### config.mk
export PLATFORM = sky130hd
export DESIGN_NAME = jls_stencil
export DESIGN_NICKNAME = d
export VERILOG_FILES = /design/src/hw/rtl/assert_macros.svh /design/src/hw/rtl/jls_pkg.sv /design/src/hw/rtl/jls_stencil.sv
export SDC_FILE = /design/constraint.sdc
export NUM_CORES = 1
export LEC_CHECK = 0
export BUFFER_PORTS_ARGS = -buffer_cell sky130_fd_sc_hd__buf_2
export CAP_MARGIN = 20
export CORE_UTILIZATION = 40
export CTS_CLUSTER_DIAMETER = 100
export DETAILED_ROUTE_END_ITERATION = 8
export GPL_TIMING_DRIVEN = 0
export PLACE_DENSITY = 0.66
export SYNTH_ARGS = -nofsm -noshare
export SYNTH_HDL_FRONTEND = slang
export SYNTH_SLANG_ARGS = --single-unit
### constraint.sdc
create_clock -name clk -period 5.49 [get_ports clk]
set_input_delay 1.098 -clock clk [delete_from_list [all_inputs] [get_ports clk]]
set_output_delay 1.098 -clock clk [all_outputs]
set_load 0.05 [all_outputs]
### src/hw/rtl/assert_macros.svh
// assertion macros shared by the rtl files
// expects clk and rst_n in the scope where a macro is used
`ifndef ASSERT_MACROS_SVH
`define ASSERT_MACROS_SVH

// condition must hold at every clock edge outside reset
`define ASSERT_ALWAYS(lbl, expr, msg) \
  lbl: assert property (@(posedge clk) disable iff (!rst_n) (expr)) else $error(msg);

// consequent must hold in the cycle after the antecedent
`define ASSERT_NEXT(lbl, ante, cons, msg) \
  lbl: assert property (@(posedge clk) disable iff (!rst_n) (ante) |=> (cons)) else $error(msg);

`endif

### src/hw/rtl/jls_pkg.sv
// shared types and constants for the jacobi laplace sweep block
// no dependencies
`timescale 1ns / 1ps

package jls_pkg;

  localparam int DATA_W     = 32;
  localparam int MAX_COLS   = 1024;
  localparam int COL_W      = 10;
  localparam int ROW_W      = 12;
  localparam int CFG_W      = 13;
  localparam int CFG_IDX_W  = 2;
  localparam int FIFO_DEPTH = 4;
  localparam int PTR_W      = 2;
  localparam int CNT_W      = 3;

  // configuration register indexes
  localparam logic [CFG_IDX_W-1:0] CFG_ROWS       = 2'd0;
  localparam logic [CFG_IDX_W-1:0] CFG_COLS       = 2'd1;
  localparam logic [CFG_IDX_W-1:0] CFG_TOP_HALO   = 2'd2;
  localparam logic [CFG_IDX_W-1:0] CFG_BOTTOM_HALO = 2'd3;

  typedef logic signed [DATA_W-1:0] data_t;

  // one line buffer column: row r-2 and row r-1 cells
  typedef struct packed {
    data_t older;
    data_t newer;
  } line_entry_t;

  // everything one accepted cell needs for its results
  typedef struct packed {
    data_t cur;
    data_t halo;
    data_t above;
    data_t centre;
    data_t left;
    data_t right;
    logic  row_top;
    logic  row_mid;
    logic  row_last;
    logic  col_border;
    logic  col_last;
    logic  use_top;
    logic  use_bottom;
  } item_ctx_t;

  typedef struct packed {
    data_t value;
    logic  last;
  } out_entry_t;

  // results handed from the stencil stage to the output queue
  typedef struct packed {
    logic [1:0] cnt;
    out_entry_t e0;
    out_entry_t e1;
  } push_t;

  typedef struct packed {
    logic [CNT_W-1:0] count;
  } fifo_stat_t;

endpackage

### src/hw/rtl/jls_stencil.sv
// stencil stage: registers one cell with its neighbours and forms its results
// depends on jls_pkg
`timescale 1ns / 1ps

module jls_stencil (
  input  logic                clk,
  input  logic                rst_n,
  input  logic                load,
  input  jls_pkg::item_ctx_t  ctx,
  output jls_pkg::push_t      push
);
  import jls_pkg::*;

  logic                 s1_valid_r;
  item_ctx_t            ctx_r;
  logic signed [DATA_W+1:0] sum;
  data_t                quarter;
  out_entry_t           first;
  out_entry_t           second;
  logic                 has_first;
  logic                 has_second;

  // stage valid
  always_ff @(posedge clk) begin
    if (!rst_n) begin
      s1_valid_r <= 1'b0;
    end else begin
      s1_valid_r <= load;
    end
  end

  // stage payload
  always_ff @(posedge clk) begin
    if (load) begin
      ctx_r <= ctx;
    end
  end

  // four neighbour sum, floor of a quarter by dropping two bits
  assign sum = {{2{ctx_r.above[DATA_W-1]}}, ctx_r.above}
             + {{2{ctx_r.cur[DATA_W-1]}}, ctx_r.cur}
             + {{2{ctx_r.left[DATA_W-1]}}, ctx_r.left}
             + {{2{ctx_r.right[DATA_W-1]}}, ctx_r.right};
  assign quarter = sum[DATA_W+1:2];

  // result for row 0 or for the row above the current one
  always_comb begin
    has_first  = ctx_r.row_top | ctx_r.row_mid;
    first.last = 1'b0;
    if (ctx_r.row_top) begin
      first.value = ctx_r.use_top ? ctx_r.halo : ctx_r.cur;
    end else if (ctx_r.col_border) begin
      first.value = ctx_r.centre;
    end else begin
      first.value = quarter;
    end
  end

  // extra result on the last row
  always_comb begin
    has_second   = ctx_r.row_last;
    second.value = ctx_r.use_bottom ? ctx_r.halo : ctx_r.cur;
    second.last  = ctx_r.col_last;
  end

  // pack results in output order
  always_comb begin
    push.cnt = s1_valid_r ? ({1'b0, has_first} + {1'b0, has_second}) : 2'd0;
    push.e0  = has_first ? first : second;
    push.e1  = second;
  end

endmodule

==> results.sh <==
export IMPL_grt_overflow=0
export IMPL_post_cts_setup_buffers=0
export IMPL_ctsHoldBuffers=0
export IMPL_fp_dieArea_um2=29200
export IMPL_cp_max_fo=4
export IMPL_met3_usage_pct=5.39
export IMPL_synth_edff_count=199
export IMPL_final_common_cell="buf_2"
export IMPL_criticalPathCategory="reg -> out"
export IMPL_drive_gt1_share_pct=26.6
export IMPL_pin_count=270
export IMPL_path_cells="inv_1, fa_1, fa_1, or3b_4, fa_1, nor2b_2, o311a_4, o21ai_2, a211oi_2, o211ai_1, nand3_1, nor3b_2, buf_4"
export IMPL_final_cell_mix="buf_2 (279), edfxtp_1 (199), inv_1 (188), nand2_1 (103), fa_1 (65)"
export IMPL_met2_usage_pct=35.9
export IMPL_grt_pass1_vias=8555
export IMPL_cellPowerDensity_nw_per_um2=413
export IMPL_relSlewSlack_pct=37.6
export IMPL_synth_top_area_share_pct=52.3
export IMPL_whs_endpoint="ctx_r[32]"
export IMPL_yosysTopAreaCell="edfxtp_1"
export IMPL_track_usage_pct=22.2
export IMPL_yosys_warnings=0
export IMPL_gp_congestion=0.889
export IMPL_gr_usage_met1_pct=29.2
export IMPL_synthFlopType="edfxtp_1"
export IMPL_first_iter_violations=650
export IMPL_initial_core_util_pct=40.9
export IMPL_die_y_um=171
export IMPL_drc=0
export IMPL_hold_slack_ps=815
export IMPL_nets=1582
export IMPL_synth_nets=1293
export IMPL_worstSetupEndpointType="output pin"
export IMPL_clkSlewWorstSetupHoldPaths_ps=80
export IMPL_startpoint_type="register"
export IMPL_hold_start="ctx[32]"
export IMPL_ys_top_cells_by_area="edfxtp_1 (52%), fa_1 (11%), inv_1 (6.2%)"
export IMPL_crit_buf_inv=2
export IMPL_slew_violations=0
export IMPL_cpMostUsedCell="fa_1"
export IMPL_seq_area_um2=6000
export IMPL_synth_cell_types=65
export IMPL_grt_max_degree=109
export IMPL_hold_violations=0
export IMPL_p_leak_uw=0.00615
export IMPL_hold_path_class="in -> reg"
export IMPL_drv_cap=0
export IMPL_fmax_mhz=187
export IMPL_cpLargestDelayFamily="adder cells"
export IMPL_async_flop_share_pct=0
export IMPL_ir_drop_mv=0.237
export IMPL_rows=61
export IMPL_layout_setup_ws_ps=136
export IMPL_tightest_slew_ps=936
export IMPL_arrival_ps=4260
export IMPL_dp_hpwl_um=23800
export IMPL_ys_seq_elements=200
export IMPL_clock_sinks=200
export IMPL_cp_depth=13
export IMPL_run_status="finished, final reports clean"
export IMPL_cp_startpoint="ctx_r[8]"
export IMPL_setup_viol=0
export IMPL_finalWirelength_um=31600
export IMPL_ant_nets=0
export IMPL_pre_cts_ws_ps=471
export IMPL_vias=8521
export IMPL_portBuffers=269
export IMPL_antenna_found_initial=2
export IMPL_seq_area_frac_synth_pct=52.5
export IMPL_core_area_um2=27900
export IMPL_hold_path_depth=1
export IMPL_wl_per_cell_um=18.8
export IMPL_syn_area_um2=11400
export IMPL_multiInputGateArea_um2=4560
export IMPL_globalRoute_busiestLayer="met2"
export IMPL_fin_crit_sh_pct=97.5
export IMPL_syn_to_final_growth_pct=21.6
export IMPL_die_w_um=171
export IMPL_max_stage_delay_ps=570
export IMPL_synthCells=994
export IMPL_rsz0062_at_grt="true"
export IMPL_slowest_stage="fa_1"
export IMPL_period_needed_ps=5350
export IMPL_syn_area_per_cell_um2=11.5
export IMPL_critPathRequiredTime_ps=4390
export IMPL_vias_per_cell=5.08
export IMPL_dr_pass1_iters=5
export IMPL_grt_pass1_wl_um=47200
export IMPL_clockBufferDepth=2
export IMPL_cts_tree="yes"
export IMPL_cts_buffers_inserted=17
export IMPL_h_tree_depth=4
export IMPL_clock_root_buffer="clkbuf_16"
export IMPL_n_fill_cell=2593
## synthesized netlist by cell type, types with 10 or more instances
cell,number
o211ai_1,19
mux2i_1,10
a21oi_1,55
xnor2_1,15
clkbuf_1,21
o21ai_0,61
nor2_1,25
o21ai_1,11
fa_1,65
ha_1,32
edfxtp_1,199
nand2_1,103
buf_2,13
inv_1,188
o22ai_1,10
a21o_1,12
## power by group
part	switching, uW	internal, uW	leakage (uW)
registers	41.8	1810	0.00196
clock network	588	674	0.000288
logic	1700	919	0.00390
## per-stage QoR
step	power [uW]	cells	setup TNS (ps)	area, um2	util (%)
global placement	4450	1641	0	13200	47.4
global route	6090	1676	-56.5	13900	49.7
CTS	5750	1674	-4.55	13900	49.6
finish	5730	1676	0	13900	49.7
floorplan	3760	994	0	11400	-
detailed placement	4460	1642	0	13300	47.5
## registers in the layout (all words and copies together), names as in the netlist
register    cells
ctx_r         197
s1_valid_r      1
push            1
has_second      1
## how the worst max path moves through the flow
stage,endpoint,slack (ps)
after global routing,push[63],-40
final,push[63],140
after global placement,push[53],430
after floorplan,push[62],180
after CTS,push[53],-5
after detailed placement,push[53],470
## metal layers
metal / up-vias / part of all wire, %
li1: 4042 / -
met1: 4092 / 43
met2: 346 / 47
met3: 41 / 8.3
met4: 0 / 2.1
met5: - / 0
## logic make-up after synthesis
kind of cell	share of synthesized area, %
AOI/OAI and AO/OA	13.8
xor gates and xnor gates	1.69
adders and majority gates	14.9
buffers and inverters	7.80
DFF	52.5
muxes	1.37
and+or+nand+nor	7.98
## timing repair
item,in CTS,in global routing
pin swaps,0,2
endpoints found under the setup margin,2,8
endpoints found under the hold margin,0,0
gates resized for setup,2,4
## layout make-up
cell class / count / area share, %
tap: 378 / 3.41
timing repair buffer: 270 / 10.0
multi-input combinational: 564 / 32.8
antenna: 2 / 0.0360
sequential: 200 / 43.2
buffer: 42 / 1.33
clock buffer: 17 / 3.06
inverter: 188 / 5.08
clock inverter: 15 / 1.07
No activity file was read; power rests on OpenSTA's default activity.
