<file path="src/hw/rtl/assert_macros.svh">
// assertion macros shared by the rtl files
// expects clk and rst_n in the scope where a macro is used
`ifndef ASSERT_MACROS_SVH
`define ASSERT_MACROS_SVH

// condition must hold at every clock edge outside reset
`define ASSERT_ALWAYS(lbl, expr, msg) \
  lbl: assert property (@(posedge clk) disable iff (!rst_n) (expr)) else $error(msg);

// consequent must hold in the cycle after the antecedent
`define ASSERT_NEXT(lbl, ante, cons, msg) \
  lbl: assert property (@(posedge clk) disable iff (!rst_n) (ante) |=> (cons)) else $error(msg);

`endif

</file>
<file path="src/hw/rtl/jls_pkg.sv">
// shared types and constants for the jacobi laplace sweep block
// no dependencies
`timescale 1ns / 1ps

package jls_pkg;

  localparam int DATA_W     = 32;
  localparam int MAX_COLS   = 1024;
  localparam int COL_W      = 10;
  localparam int ROW_W      = 12;
  localparam int CFG_W      = 13;
  localparam int CFG_IDX_W  = 2;
  localparam int FIFO_DEPTH = 4;
  localparam int PTR_W      = 2;
  localparam int CNT_W      = 3;

  // configuration register indexes
  localparam logic [CFG_IDX_W-1:0] CFG_ROWS       = 2'd0;
  localparam logic [CFG_IDX_W-1:0] CFG_COLS       = 2'd1;
  localparam logic [CFG_IDX_W-1:0] CFG_TOP_HALO   = 2'd2;
  localparam logic [CFG_IDX_W-1:0] CFG_BOTTOM_HALO = 2'd3;

  typedef logic signed [DATA_W-1:0] data_t;

  // one line buffer column: row r-2 and row r-1 cells
  typedef struct packed {
    data_t older;
    data_t newer;
  } line_entry_t;

  // everything one accepted cell needs for its results
  typedef struct packed {
    data_t cur;
    data_t halo;
    data_t above;
    data_t centre;
    data_t left;
    data_t right;
    logic  row_top;
    logic  row_mid;
    logic  row_last;
    logic  col_border;
    logic  col_last;
    logic  use_top;
    logic  use_bottom;
  } item_ctx_t;

  typedef struct packed {
    data_t value;
    logic  last;
  } out_entry_t;

  // results handed from the stencil stage to the output queue
  typedef struct packed {
    logic [1:0] cnt;
    out_entry_t e0;
    out_entry_t e1;
  } push_t;

  typedef struct packed {
    logic [CNT_W-1:0] count;
  } fifo_stat_t;

endpackage

</file>
<file path="src/hw/rtl/jls_out_fifo.sv">
// four entry output queue, takes up to two results a cycle, gives one
// depends on jls_pkg
`timescale 1ns / 1ps

module jls_out_fifo (
  input  logic                  clk,
  input  logic                  rst_n,
  input  jls_pkg::push_t        push,
  input  logic                  pop,
  output logic                  valid,
  output jls_pkg::out_entry_t   head,
  output jls_pkg::fifo_stat_t   stat
);
  import jls_pkg::*;

  out_entry_t       buf_r [FIFO_DEPTH];
  logic [PTR_W-1:0] wp_r;
  logic [PTR_W-1:0] wp_nxt;
  logic [PTR_W-1:0] rp_r;
  logic [PTR_W-1:0] rp_nxt;
  logic [CNT_W-1:0] count_r;
  logic [CNT_W-1:0] count_nxt;

  // pointer and fill arithmetic
  always_comb begin
    wp_nxt    = wp_r + PTR_W'(push.cnt);
    rp_nxt    = pop ? (rp_r + PTR_W'(1)) : rp_r;
    count_nxt = count_r + CNT_W'(push.cnt) - CNT_W'(pop);
  end

  always_ff @(posedge clk) begin
    if (!rst_n) begin
      wp_r    <= '0;
      rp_r    <= '0;
      count_r <= '0;
    end else begin
      wp_r    <= wp_nxt;
      rp_r    <= rp_nxt;
      count_r <= count_nxt;
    end
  end

  // entry storage
  always_ff @(posedge clk) begin
    if (push.cnt != 2'd0) begin
      buf_r[wp_r] <= push.e0;
    end
    if (push.cnt == 2'd2) begin
      buf_r[wp_r + PTR_W'(1)] <= push.e1;
    end
  end

  assign valid      = (count_r != '0);
  assign head       = buf_r[rp_r];
  assign stat.count = count_r;

endmodule

</file>
<file path="config.mk">
export PLATFORM = sky130hd
export DESIGN_NAME = jls_out_fifo
export DESIGN_NICKNAME = d
export VERILOG_FILES = /design/src/hw/rtl/assert_macros.svh /design/src/hw/rtl/jls_pkg.sv /design/src/hw/rtl/jls_out_fifo.sv
export SDC_FILE = /design/constraint.sdc
export NUM_CORES = 1
export LEC_CHECK = 0
export BUFFER_PORTS_ARGS = -buffer_cell sky130_fd_sc_hd__buf_2
export CAP_MARGIN = 5
export CORE_UTILIZATION = 55
export DETAILED_ROUTE_END_ITERATION = 6
export GPL_TIMING_DRIVEN = 0
export PLACE_DENSITY = 0.79
export SLEW_MARGIN = 20
export SYNTH_ARGS = -nofsm -noshare
export SYNTH_HDL_FRONTEND = slang
export SYNTH_SLANG_ARGS = --single-unit
</file>
<file path="constraint.sdc">
create_clock -name clk -period 4 [get_ports clk]
set_input_delay 0.6 -clock clk [delete_from_list [all_inputs] [get_ports clk]]
set_output_delay 0.6 -clock clk [all_outputs]
set_load 0.01 [all_outputs]
</file>
==> metrics, run 1 <==
outcome=completed; met3 wire len=747 um; final setup margin=approximately 1.2 ns; Inserted Diodes=0; Via Count=about 3800; CTS resizes=0; Crit path top cell by count=clkbuf_1; clock skew=roughly 0.01 ns; Top FF cell, synth=edfxtp_1; Max Fclk=356 MHz; CTS tree=built; fill count=between 800 and 900; DR DRC count=0; clock sinks=141; setup tns final=0 ns; Mapped Avg Cell Area=18.9 um2; Chip Width=114 um; Reg area=slightly above 0.004 mm2; total grt overflow=0; Max transition margin=52.9%; yosys warns=0; Clock Tree Buf Depth=2; Post-synth EDFFs=~130; Multi-input gate area=around 0.0026 mm2; fin crit period=roughly 2.8 ns; count of different cell masters after synthesis=27; PwrDens=490 mW/mm2; TritonRoute pass-1 iters=4; Peak supply drop=just over 0.3 mV; first-pass GRT wire length=between 20000 and 25000 um; crit-path max FO=10; Root Driver=clkbuf_16; routed vias/inst=~5.7; P_leak=about 3.0 nW; Num CTS Buffers=17; fin nets=approximately 570; Final Power=between 4 and 5 mW; post-layout util=69.0%; Synth area leader=edfxtp_1; Worst-path clk slew=0.06 ns; synth cell count leaders=edfxtp_1, mux2_2, mux4_2; final slew viol count=0; crit-path leading delay family=buffers and inverters; post-synthesis sequential element count=141; M1 WL=between 5000 and 6000 um; die area=0.0130 mm2; vias in the first global route=roughly 4200; fraction of registers with async set/reset=0%; Setup CP Type=reg -> out; layout cells sized above 1=approximately two thirds; placed instance area=between 0.007 and 0.008 mm2; core area=0.0121 mm2; Synth Instances=~370; HPWL after detailed placement=9140 um; maxcap violations=0; final wirelength=around 14000 um; worst path buffer plus inverter count=3; Critical-path top delay cell=clkbuf_1; routed wl met2=roughly 7500 um; Synthesized Nets=442; final hold slack=around 0.4 ns; Setup WS pre-CTS=approximately 1.6 ns; top-count cell post-synth=edfxtp_1; Synth area leaders=edfxtp_1, mux2_2, mux4_2, dfxtp_1, buf_6; H-tree Lvls=4; Critical Path Max Stage Delay=between 0.5 and 0.6 ns; initial antenna violation count=0; Synth top area share=between 50% and 60%; Final ANT Viol Nets=0; Tcrit/Tclk final=between 70% and 80%; Hold Violations, Final=0; # setup viols final=0; total track usage=a little under a quarter; synthesized cell area=around 0.007 mm2; wire length per cell=approximately 21 um; Port Buf Inserts=about 110; Placer Congestion=0.715; RSZ-0062 raised after global routing=false; row cnt=40; highest routed layer=met4; Slew @ Worst Pin=approximately 0.70 ns; fin cells=just under 700; Worst setup SP type=register; Detailed Route Iter0 Violations=around 160; Critical Path RT=3.40 ns; initial core utilization=between 50% and 60%; Die H=114 um; CP arrival=between 2 and 2.5 ns; Setup Fix Bufs, Post-CTS=0; Hold Path Class=in -> reg; area delta synth->final=21.2%; Worst setup EP type=output port; Seq/Total Area, Yosys=around 60%; clk_lat worst skew=0.42 ns; largest net degree at the start of global routing=21; Final Cell Area=0.00836 mm2; CP Cell Sequence=clkbuf_1 -> clkbuf_1 -> mux4_2 -> buf_2; Hold Buf Count CTS=0; placed insts=645; Ports=around 110
report_power, final:
| group | leakage (nW) | switching (mW) | total (mW) | internal [mW] |
|---|---|---|---|---|
| Clock | 0.279 | 0.585 | 1.55 | 0.968 |
| Sequential | 1.31 | 0.0393 | 1.84 | 1.80 |
| Combinational | 1.45 | 0.347 | 0.703 | 0.357 |
flip-flops by register name, indices dropped and copies added (netlist names), named ones only:
register,cells
buf_r,132
rp_r,2
stat,3
wp_r,2
cell usage in the layout, fill, tap and decap left out, types with 2 or more instances in the layout:
master      netlist  layout
and2_1            2       2
and4bb_2          2       2
buf_16            0       2
buf_2             8     114
buf_6            12      12
buf_8             0       2
bufinv_16         0       3
clkbuf_1          4       5
clkbuf_16         0      17
clkinv_2          0       5
clkinvlp_4        0       3
dfxtp_1           9       9
edfxtp_1        132     132
ha_1              4       4
inv_1             7       7
mux2_1            2       2
mux2_2          124     124
mux2_4            6       6
mux4_2           33      33
nor2_1            7       5
nor2_4            0       2
layer usage:
layer / GRT usage, % / vias to the layer above
met2: 39.3 / 108
met5: 0 / -
met1: 30.3 / 1964
li1: - / 1746
met4: 7.19 / 0
met3: 5.74 / 14
worst register-to-register path, cell delays in order, from the launching register on:
cell and delay [ns]:
dfxtp_1 0.49, and4bb_2 0.28, buf_6 0.14, buf_6 0.18, o21bai_4 0.35, buf_16 0.24
area by class of cell:
class | instances | area share [%]
Multi-Input combinational cell | 194 | 30.8
Timing Repair Buffer | 111 | 7.60
Sequential cell | 141 | 49.6
Clock buffer | 18 | 5.13
Clock inverter | 13 | 1.80
Buffer | 24 | 2.27
Inverter | 7 | 0.314
Tap cell | 168 | 2.51
cells by family (layout without fill, tap and decap cells):
family          after synthesis  count (layout)  share of synthesized area (%)
flops                       141             141                           60.1
simple gates                 15              15                           1.69
xor+xnor                      3               3                          0.798
compound gates                5               5                          0.508
buf+inv                      31             173                           3.14
fa+ha+maj                     5               5                           1.02
mux                         166             166                           32.8
final timing paths:
check,start,to,slack [ns],cells after the start
worst max register to register,wp_r[0],buf_r[2][18],2.01,5
worst min register to register,rp_r[1],rp_r[1],0.54,2
worst max-delay path,register,head[22],1.19,4
worst min-delay path,rst_n,wp_r[0],0.40,2
No activity file was read; power rests on OpenSTA's default activity.
==> run 2: changes to the inputs <==
==> constraint.sdc (replaced) <==
create_clock -name clk -period 2.88 [get_ports clk]
set_input_delay 0.432 -clock clk [delete_from_list [all_inputs] [get_ports clk]]
set_output_delay 0.432 -clock clk [all_outputs]
set_load 0.01 [all_outputs]
==> run 2 against run 1 <==
  * Sequential cell count stayed put
  * Largest power group unchanged
  * Via count is 0.34% higher
  * Sequential share of layout area is 0.15 points higher
  * Final cell count is 0.15% higher
  * Non-clock buffer count stayed put
  * Critical path depth stayed put
  * Hold slack worse by 0.16 ns
  * Global-route usage is 0.43 points lower
  * Die area stayed put
  * Sequential power is 39% higher
  * Total power is 36% higher
  * Highest routed layer unchanged
  * First-iteration DRC count is 80% higher
==> metrics, run 2 (synthesis results as in run 1) <==
Critical Path RT=2.45 ns (was 3.40 ns); Max transition margin=51.1% (was 52.9%); Hold Buf Count CTS=0 (unchanged); final hold slack=0.245 ns (was 0.404 ns); vias in the first global route=3984 (was 4164); CTS tree=built (unchanged); Setup WS pre-CTS=0.658 ns (was 1.60 ns); row cnt=40 (unchanged); routed vias/inst=5.68 (was 5.67); Tcrit/Tclk final=slightly above 90%; fin nets=572 (unchanged); Worst-path clk slew=0.05 ns (was 0.06 ns); die area=0.0130 mm2 (unchanged); final wirelength=14000 um (was 14100 um); CP arrival=2.23 ns (was 2.21 ns); total track usage=23.0% (was 23.4%); Hold Path Class=in -> reg (unchanged); P_leak=3.03 nW (was 3.04 nW); core area=0.0121 mm2 (unchanged); Die H=114 um (unchanged); Setup Fix Bufs, Post-CTS=0 (unchanged); crit-path max FO=10 (unchanged); Setup CP Type=reg -> out (unchanged); Chip Width=114 um (unchanged); Detailed Route Iter0 Violations=296 (was 164); layout cells sized above 1=64.0% (was 65.4%); initial core utilization=57.0% (unchanged); clock sinks=141 (unchanged); HPWL after detailed placement=9130 um (was 9140 um); Final ANT Viol Nets=0 (unchanged); M1 WL=5990 um (was 5770 um); CP Cell Sequence=clkbuf_1 -> clkbuf_1 -> mux4_2 -> buf_2 (unchanged); Top reg by flops=buf_r (unchanged); area delta synth->final=20.8% (was 21.2%); Slew @ Worst Pin=0.733 ns (was 0.704 ns); Inserted Diodes=0 (unchanged); # setup viols final=0 (unchanged); routed wl met2=7100 um (was 7470 um); PwrDens=670 mW/mm2 (was 490 mW/mm2); RSZ-0062 raised after global routing=false (unchanged); final setup margin=0.222 ns (was 1.19 ns); first-pass GRT wire length=21600 um (was 22200 um); Worst setup SP type=register (unchanged); commonest non-fill, non-tap cell in the layout=edfxtp_1 (unchanged); outcome=completed (unchanged); DR DRC count=0 (unchanged); H-tree Lvls=4 (unchanged); Critical Path Max Stage Delay=0.61 ns (was 0.59 ns); TritonRoute pass-1 iters=4 (unchanged); fin cells=677 (was 676); Crit path top cell by count=clkbuf_1 (unchanged); Clock Tree Buf Depth=2 (unchanged); Worst setup EP type=output port (unchanged); Ports=108 (unchanged); worst path buffer plus inverter count=3 (unchanged); Root Driver=clkbuf_16 (unchanged); maxcap violations=0 (unchanged); met3 wire len=743 um (was 747 um); final slew viol count=0 (unchanged); Critical-path top delay cell=clkbuf_1 (unchanged); Peak supply drop=0.423 mV (was 0.303 mV); Num CTS Buffers=17 (unchanged); Largest register FFs=132 (unchanged); wire length per cell=20.7 um (was 20.9 um); Port Buf Inserts=106 (unchanged); CTS resizes=0 (unchanged); total grt overflow=0 (unchanged); placed insts=645 (unchanged); largest net degree at the start of global routing=21 (unchanged); highest routed layer=met4 (unchanged); initial antenna violation count=0 (unchanged); Via Count=3845 (was 3832); clk_lat worst skew=0.42 ns (about the same); Max Fclk=about 380 MHz; commonest cells after routing, fill and taps aside=edfxtp_1, mux2_2, buf_2, mux4_2, clkbuf_16 (unchanged); Hold Violations, Final=0 (unchanged); crit-path leading delay family=buffers and inverters (unchanged); fin crit period=around 2.7 ns; clock skew=0.00464 ns (was 0.00993 ns); Placer Congestion=0.712 (was 0.715)
-- run 2: cell count changes in the layout (fill, tap and decap cells not counted), sizes merged --
cell	delta
clkinvlp	-2
bufinv	-1
clkbuf	+4
-- run 2: layout make-up --
| cell class | instances | area, um2 |
|---|---|---|
| multi-input combinational | 194 | 2580 |
| buffer | 24 | 190 |
| fill | 789 | 3770 |
| inverter | 7 | 26.3 |
| timing repair buffer | 111 | 648 |
| sequential | 141 | 4140 |
| tap | 168 | 210 |
| clock buffer | 22 | 444 |
| clock inverter | 10 | 97.6 |
-- run 2: routing by layer --
metal	vias up	GRT usage [%]
met2	112	37.4
met4	0	9.18
met5	-	0
met1	1969	30.2
li1	1748	-
met3	16	5.26
-- run 2: final timing paths --
path                  end  depth (start not counted)  slack (ns)     start
max reg2reg  buf_r[2][21]                          5        0.91   wp_r[0]
min               stat[0]                          2        0.25     rst_n
min reg2reg      register                          2        0.55   rp_r[0]
max              head[28]                          4        0.22  register
-- run 2: through the flow --
stage          util, %  power, mW  instance area, um2  setup TNS [ns]
3_5_place_dp      64.4       3.59                7790               0
4_1_cts           68.8       5.61                8340               0
6_report          68.8       5.58                8340               0
3_3_place_gp      63.1       3.51                7640         -143.28
2_1_floorplan        -       3.19                6900               0
5_1_grt           68.8       5.77                8340               0
-- run 2: power breakdown --
| group | internal (mW) | switching, mW |
|---|---|---|
| clock network | 1.26 | 0.781 |
| registers | 2.51 | 0.0557 |
| logic | 0.501 | 0.483 |
| total | 4.26 | 1.32 |
-- run 2: worst reg2reg max path, cell delays in order, from the launching register on --
cell	delay (ns)
dfxtp_1	0.49
and4bb_2	0.28
buf_6	0.14
buf_6	0.18
o21bai_4	0.31
buf_12	0.26
==> run 3: changes to the inputs <==
--- a/config.mk
+++ b/config.mk
@@ -7,6 +7,7 @@
 export LEC_CHECK = 0
 export BUFFER_PORTS_ARGS = -buffer_cell sky130_fd_sc_hd__buf_2
 export CAP_MARGIN = 5
+export CORE_ASPECT_RATIO = 1.25
 export CORE_UTILIZATION = 55
 export DETAILED_ROUTE_END_ITERATION = 6
 export GPL_TIMING_DRIVEN = 0
==> run 3 against run 2 <==
  * Sequential power barely moved
  * Largest cell class unchanged
  * Largest power group unchanged
  * Critical endpoint is now head[2]
  * Sequential share of layout area fell by 0.21 points
  * Clock power up 5%
  * Critical path type unchanged
==> metrics, run 3 (synthesis results as in run 1) <==
wire length per cell=21.3 um (was 20.7 um); initial core utilization=56.7% (was 57.0%); area delta synth->final=21.3% (was 20.8%); row cnt=45 (was 40); Setup CP Type=reg -> out (unchanged); CTS resizes=0 (unchanged); clock sinks=141 (unchanged); clk_lat worst skew=0.42 ns (about the same); Crit path top cell by count=clkbuf_1 (unchanged); CP arrival=2.26 ns (was 2.23 ns); routed vias/inst=5.80 (was 5.68); Port Buf Inserts=106 (unchanged); total track usage=24.0% (was 23.0%); Detailed Route Iter0 Violations=212 (was 296); Chip Width=102 um (was 114 um); Setup Fix Bufs, Post-CTS=0 (unchanged); fin crit period=2.70 ns (was 2.66 ns); commonest cells after routing, fill and taps aside=edfxtp_1, mux2_2, buf_2, mux4_2, clkbuf_16 (unchanged); die area=0.0130 mm2 (about the same); Die H=127 um (was 114 um); first-pass GRT wire length=22100 um (was 21600 um); Slew @ Worst Pin=0.801 ns (was 0.733 ns); total grt overflow=0 (unchanged); Hold Violations, Final=0 (unchanged); worst path buffer plus inverter count=3 (unchanged); Via Count=3909 (was 3845); Peak supply drop=0.405 mV (was 0.423 mV); core area=0.0122 mm2 (was 0.0121 mm2); Num CTS Buffers=17 (unchanged); Worst-path clk slew=0.06 ns (was 0.05 ns); fin nets=572 (unchanged); Placer Congestion=0.719 (was 0.712); final wirelength=14400 um (was 14000 um); TritonRoute pass-1 iters=4 (unchanged); Critical-path top delay cell=clkbuf_1 (unchanged); Critical Path Max Stage Delay=0.59 ns (was 0.61 ns); WHS Path Cells=2 (unchanged); Final Power=5.68 mW (was 5.58 mW); Root Driver=clkbuf_16 (unchanged); PwrDens=679 mW/mm2 (was 670 mW/mm2); CP Cell Sequence=clkbuf_1 -> clkbuf_1 -> mux4_2 -> buf_2 (unchanged); DR DRC count=0 (unchanged); Max Fclk=371 MHz (was 376 MHz); instance count on the critical path=4 (unchanged); Hold Buf Count CTS=0 (unchanged); fill count=821 (was 789); crit-path leading delay family=buffers and inverters (unchanged); commonest non-fill, non-tap cell in the layout=edfxtp_1 (unchanged); Tcrit/Tclk final=93.6% (was 92.3%); CTS tree=built (unchanged); # setup viols final=0 (unchanged); largest net degree at the start of global routing=21 (unchanged); r2r worst-path depth=5 (unchanged); RSZ-0062 raised after global routing=false (unchanged); R2R Setup Slk=0.85 ns (was 0.91 ns); clock skew=0.00683 ns (was 0.00464 ns); Ports=108 (unchanged); Critical Path RT=2.45 ns (about the same); Worst setup SP type=register (unchanged); HPWL after detailed placement=9370 um (was 9130 um); P_leak=3.05 nW (was 3.03 nW); Largest register FFs=132 (unchanged); Worst setup EP type=output port (unchanged); Final ANT Viol Nets=0 (unchanged); post-layout util=68.8% (about the same); layout cells sized above 1=65.2% (was 64.0%); H-tree Lvls=4 (unchanged); maxcap violations=0 (unchanged); Max transition margin=46.4% (was 51.1%); crit-path max FO=10 (unchanged); initial antenna violation count=1 (was 0); outcome=completed (unchanged); Clock Tree Buf Depth=2 (unchanged); final slew viol count=0 (unchanged); vias in the first global route=4114 (was 3984); placed insts=641 (was 645); Hold Path Class=in -> reg (unchanged); Top reg by flops=buf_r (unchanged); fin cells=674 (was 677)
==> run 3: changes by cell type in the layout (fill, tap and decap cells not counted), sizes merged <==
cell,previous run,this run
bufinv,2,3
diode,0,1
clkinv,7,9
clkbuf,26,21
clkinvlp,1,3
==> run 3: per-stage QoR <==
| stage | TNS [ns] | hold WS [ns] | cell area (um2) | setup WS [ns] |
|---|---|---|---|---|
| floorplan | 0 | 0.499 | 6900 | 0.186 |
| global placement | -142.33 | 0.516 | 7630 | -1.24 |
| global route | 0 | 0.250 | 8370 | 0.111 |
| finish | 0 | 0.240 | 8370 | 0.185 |
| detailed placement | 0 | 0.547 | 7790 | 0.645 |
| CTS | 0 | 0.228 | 8370 | 0.177 |
==> run 3: path summary, 6_finish.rpt <==
kind              startpoint     endpoint
hold / removal         rst_n      stat[0]
setup / recovery    register      head[2]
setup reg to reg     wp_r[0]  buf_r[2][2]
hold reg to reg      rp_r[0]      rp_r[1]
==> run 3: worst register-to-register path: stages (launching register included) <==
cell and delay, ns:
dfxtp_1 0.50, and4bb_2 0.29, buf_6 0.15, buf_6 0.18
o21bai_4 0.38, buf_16 0.24
==> run 3: layout make-up <==
type,count,area [um2],share of cell area (%)
clock buffers,17,425,5.08
inverters,7,26.3,0.314
well taps,164,205,2.45
clock inverters,15,154,1.84
multi-input cells,194,2580,30.8
diodes,1,2.50,0.0299
plain buffers,24,190,2.27
repair buffers,111,648,7.74
flip-flops and latches,141,4140,49.5
==> run 3: layer usage <==
layer  vias up  wire length, um  GRT usage, %
met5         -                0             0
met4         0              363          10.7
met3        38              972          5.69
met2       165             7310          40.0
met1      1953             5700          29.5
li1       1753                -             -
==> run 3: power breakdown <==
part	leakage, nW	internal, mW	switching (mW)
registers	1.31	2.51	0.0589
logic	1.45	0.497	0.481
clock network	0.281	1.34	0.799
